### src/hw/rtl/palette_slot_allocator_unit_macros.svh
// Assertion macros for the palette slot allocator.
// Expects aclk and aresetn in the scope of the use.
`ifndef PALETTE_SLOT_ALLOCATOR_UNIT_MACROS_SVH
`define PALETTE_SLOT_ALLOCATOR_UNIT_MACROS_SVH

// same-cycle implication
`define PSA_ASSERT_SAME(lbl, ante, cons, msg) \
    lbl: assert property (@(posedge aclk) disable iff (!aresetn) (ante) |-> (cons)) \
        else $error(msg);

// next-cycle implication
`define PSA_ASSERT_NEXT(lbl, ante, cons, msg) \
    lbl: assert property (@(posedge aclk) disable iff (!aresetn) (ante) |=> (cons)) \
        else $error(msg);

`endif

### src/hw/rtl/psa_ram.sv
// Generic single-write, single-read RAM with registered read data.
// No dependencies.
`default_nettype none

module psa_ram #(
    parameter int WIDTH = 1,
    parameter int DEPTH = 1024
) (
    input  wire logic                     aclk,
    input  wire logic                     we,
    input  wire logic [$clog2(DEPTH)-1:0] waddr,
    input  wire logic [WIDTH-1:0]         wdata,
    input  wire logic [$clog2(DEPTH)-1:0] raddr,
    output logic      [WIDTH-1:0]         rdata
);

    logic [WIDTH-1:0] mem [DEPTH];

    always_ff @(posedge aclk) begin
        if (we) begin
            mem[waddr] <= wdata;
        end
        rdata <= mem[raddr];
    end

endmodule

`default_nettype wire

### config.mk
export PLATFORM = sky130hd
export DESIGN_NAME = psa_ram
export DESIGN_NICKNAME = d
export VERILOG_FILES = /design/src/hw/rtl/palette_slot_allocator_unit_macros.svh /design/src/hw/rtl/psa_ram.sv
export SDC_FILE = /design/constraint.sdc
export NUM_CORES = 1
export LEC_CHECK = 0
export BUFFER_PORTS_ARGS = -buffer_cell sky130_fd_sc_hd__buf_2
export CORE_MARGIN = 4
export CORE_UTILIZATION = 30
export CTS_BUF_LIST = sky130_fd_sc_hd__clkbuf_4 sky130_fd_sc_hd__clkbuf_8 sky130_fd_sc_hd__clkbuf_16
export DETAILED_ROUTE_END_ITERATION = 8
export GPL_TIMING_DRIVEN = 0
export SLEW_MARGIN = 0
export SYNTH_ARGS = -nofsm -noshare
export SYNTH_HDL_FRONTEND = slang
export SYNTH_SLANG_ARGS = --single-unit
### constraint.sdc
create_clock -name aclk -period 4.3 [get_ports aclk]
set_input_delay 0.215 -clock aclk [delete_from_list [all_inputs] [get_ports aclk]]
set_output_delay 0.215 -clock aclk [all_outputs]
set_load 0.01 [all_outputs]
# Word level (Yosys, flattened, before mapping)
# Memories as Yosys holds them, arrays and structs flattened. A register that Yosys moved wholly into a read port is not among the register bits.
# Index checks and enable logic that the tools add are counted.
dict set report classes {
  n_mux 2
}
# cell n
set op_table {}
lappend op_table {{$mux W1} 2}
dict set report word_totals {
  register_bits 0
  mem_bits_rw 1024
  inputBits 23
  output_inout_bits 1
  elab_cells 3
  memories 1
}
# memory depth width rd rd_ports_with_merged_regs write_ports line
set memory_table {}
lappend memory_table {mem 1024 1 1 1 1 psa_ram.sv:17} ;# logic [WIDTH-1:0] mem [DEPTH];

# Longest topological paths before layout
dict set report depth {
  ltp_word 2
  ltp_mapped 15
  depth_no_buf 8
}

# Worst setup path after synthesis
# Ideal clock, no wire load.
dict set report synth_path {
  kind {in2reg}
  startpoint {in raddr[0]}
  endpoint {reg rdata, read port of mem}
  setup_time_ps 137
  arrival_time_ps 2352
  required_time_ps 4163
  path_slack_ps 1811
  stages 10
  path_buffers 4
  path_cell_list {buf_6 buf_12 buf_12 buf_2 mux4_2 mux4_2 a211oi_1 nor2_1 o311ai_1 o2111ai_1}
}
# item line
set synth_rtl {}
lappend synth_rtl {{start, declared} psa_ram.sv:13} ;# input wire logic [$clog2(DEPTH)-1:0] raddr,
lappend synth_rtl {{end, declared} psa_ram.sv:14} ;# output logic [WIDTH-1:0] rdata

==> impl_results.md <==
- Cell Rows: 141
- Hold_sp: wdata
- Most common cell after layout, fill and taps aside: nor2_1
- Final worst path period need: 4.41 ns
- GP Congestion: 0.953
- Worst path required time: 4.67 ns
- Setup crit start kind: primary input
- Worst slew margin: -0.0631
- Vias: 29641
- R2r startpoint: mem[955]
- Final clock skew: 0.0244 ns
- Critical Path Source: raddr[2]
- Synth top area share: 0.689
- CTS tree: built
- Initial antenna violation count: 15
- DRC: 0
- Post-synth EDFFs: 1024
- GR Overflow Total: 0
- Post-synth cell types: 56
- Post-synth ARST share: 0
- 1st-pass router iterations: 6
- # fillers: 14214
- Final Non-Filler Cells: 5266
- Status: complete, but fails checks
- DP Cell Count: 5069
- H-tree depth: 3
- Total length of routed wires: 161 mm
- Leading area contributor after synthesis: edfxtp_1
- PwrDens: 425 nW/µm²
- Wire per inst: 30.6 µm
- Synth top area cells: edfxtp_1 (69%), mux4_2 (10%), nor2_1 (8.7%)
- Die X: 394 µm
- Final hold violation count: 0
- Total GRT Usage: 0.201
- Worst EP arrival: 4.77 ns
- Starting density of the core: 0.302
- Cell depth of the worst flop-to-flop path: 7
- Fin worst setup slack: -0.107 ns
- R2r endpoint: rdata
- Hold EP: mem[779]
- RSZ-0062 raised after global routing: false
- Failing checks: max-capacitance violations, max-slew violations, negative setup slack
- WHS Path Cells: 1
- Latest clock arrival within the worst-skew pair: 0.70 ns
- Design Area, Final: 50900 µm²
- Initial drt markers: 5689
- Placeable Area: 148000 µm²
- Share of layout cells above drive strength 1: 0.143
- Yosys reg bits: 1025
- Die Span Y: 394 µm
- IO Count: 24
- P_leak: 14.9 nW
- CTS Root Cell: clkbuf_16
- Via density: 5.63
- Slew @ Worst Pin: 1.59 ns
- CTS max path bufs: 3
- Vias in the first global route: 28630
- Post-Syn Area per Cell: 14.3 µm²
- Largest net degree at the start of global routing: 191
- Clock sinks: 1025
- R2r setup slk: 1.06 ns
- Mapped Cells: 3112
- Placed instance area: 47400 µm²
- Reg clk slew, reported paths: 0.06 ns
- Area growth syn-to-layout: 13.9%
- Seq/Total Area, Yosys: 0.689
- VDD IR max: 0.293 mV
- Mapped Area: 44700 µm²
- Setup violators final: 1
- ANT nets after route: 0
- Final Max Tran Viols: 27
- Area of the die: 155000 µm²
- Synth warn: 0
- Post-DP HPWL: 102 mm
- Worst min path class: in -> reg
- Endpoint class of the critical path: register
- Commonest non-fill, non-tap cells in the layout: nor2_1 (1034), edfxtp_1 (1024), mux4_2 (200)
- IO Port Bufs: 20
- Nets: 3273
- Ys flop type: edfxtp_1
- Setup CP Type: in -> reg
- Max cap viols: 3
- Post-route clock period utilization: 1.02
- Synth Net Count: 3135
- CTS buffer count: 109
- Global-route wire length before repair: 220 mm
- Worst Path Max Fanout: 10
- Max Fclk: 0.227 GHz
metal layers:
metal	vias up	routed length (µm)	GRT usage
li1	11789	-	-
met1	15244	58500	0.257
met2	2143	71900	0.310
met3	465	20700	0.0611
met4	0	9820	0.105
met5	-	0	0
synthesized netlist by cell type (10+ instances only):
cell type and count:
mux2i_1 123, nand3_1 37, buf_1 57, o221ai_1 49, a22oi_1 17, nand4_1 10, o21ai_0 11, o22ai_1 28
clkbuf_1 186, mux4_2 200, buf_2 19, nand2_1 86, nor2b_1 11, a21oi_1 37, buf_4 13, mux4_1 14
nor3_1 37, nor2_1 1036, buf_6 18, edfxtp_1 1024
worst max path at each step:
stage	endpoint	slack, ns
6_report	rdata	-0.11
5_1_grt	rdata	0.04
4_1_cts	rdata	0.08
3_5_place_dp	rdata	-1.05
3_3_place_gp	mem[110]	-8.88
2_1_floorplan	rdata	1.81
critical path, stage by stage:
cell	delay (ns)
clkbuf_1	0.38
nand2_1	0.37
clkbuf_1	0.86
clkbuf_1	0.82
o221ai_1	0.30
a21oi_1	0.24
nor3_1	0.06
nor3_1	0.64
nor3_1	0.20
a32oi_1	0.20
o2111ai_1	0.45
flip-flops by register name, indices dropped and copies added, names as in the netlist:
name	flops
rdata	1
mem	1024
per-stage QoR:
stage / util / TNS (ns) / power [mW] / hold WS [ns] / worst slack [ns]
finish: 0.344 / -0.107 / 21.6 / 0.110 / -0.107
CTS: 0.344 / 0 / 21.6 / 0.118 / 0.0843
detailed placement: 0.320 / -1.05 / 12.5 / 0.621 / -1.05
floorplan: - / 0 / 11.8 / 0.314 / 1.81
global route: 0.344 / 0 / 22.1 / 0.164 / 0.0431
global placement: 0.319 / -8959.21 / 12.6 / 0.620 / -8.88
cell type report:
class | instances | area [µm²] | share of cell area
Buffer | 303 | 1470 | 0.0289
Clock buffer | 147 | 3090 | 0.0607
Timing Repair Buffer | 27 | 290 | 0.00571
Sequential cell | 1025 | 30800 | 0.605
Clock inverter | 45 | 359 | 0.00706
Tap cell | 1930 | 2410 | 0.0475
Multi-Input combinational cell | 1778 | 12400 | 0.244
Inverter | 6 | 25.0 | 0.000492
Antenna cell | 5 | 12.5 | 0.000246
power breakdown:
group,internal [mW],switching (mW)
Combinational,0.386,0.991
Clock,5.35,3.91
Sequential,11.0,0.00218
Total,16.7,4.90
cell families (layout without fill, tap and decap cells):
kind of cell           after synthesis  in the layout  share of synthesized area
buffers and inverters              309            528                     0.0330
other                                0              5                          0
multiplexers                       340            340                      0.137
flip-flops                        1025           1025                      0.689
AO/OA/AOI/OAI                      178            178                     0.0283
AND/OR/NAND/NOR                   1260           1260                      0.112
timing repair:
item	4_1_cts	5_1_grt
buffers inserted	0	0
gates cloned	0	0
resized for setup	4	8
endpoints found under the setup margin	1	1
hold buffers	0	0
Note: power is estimated with default switching activity, not from simulation.
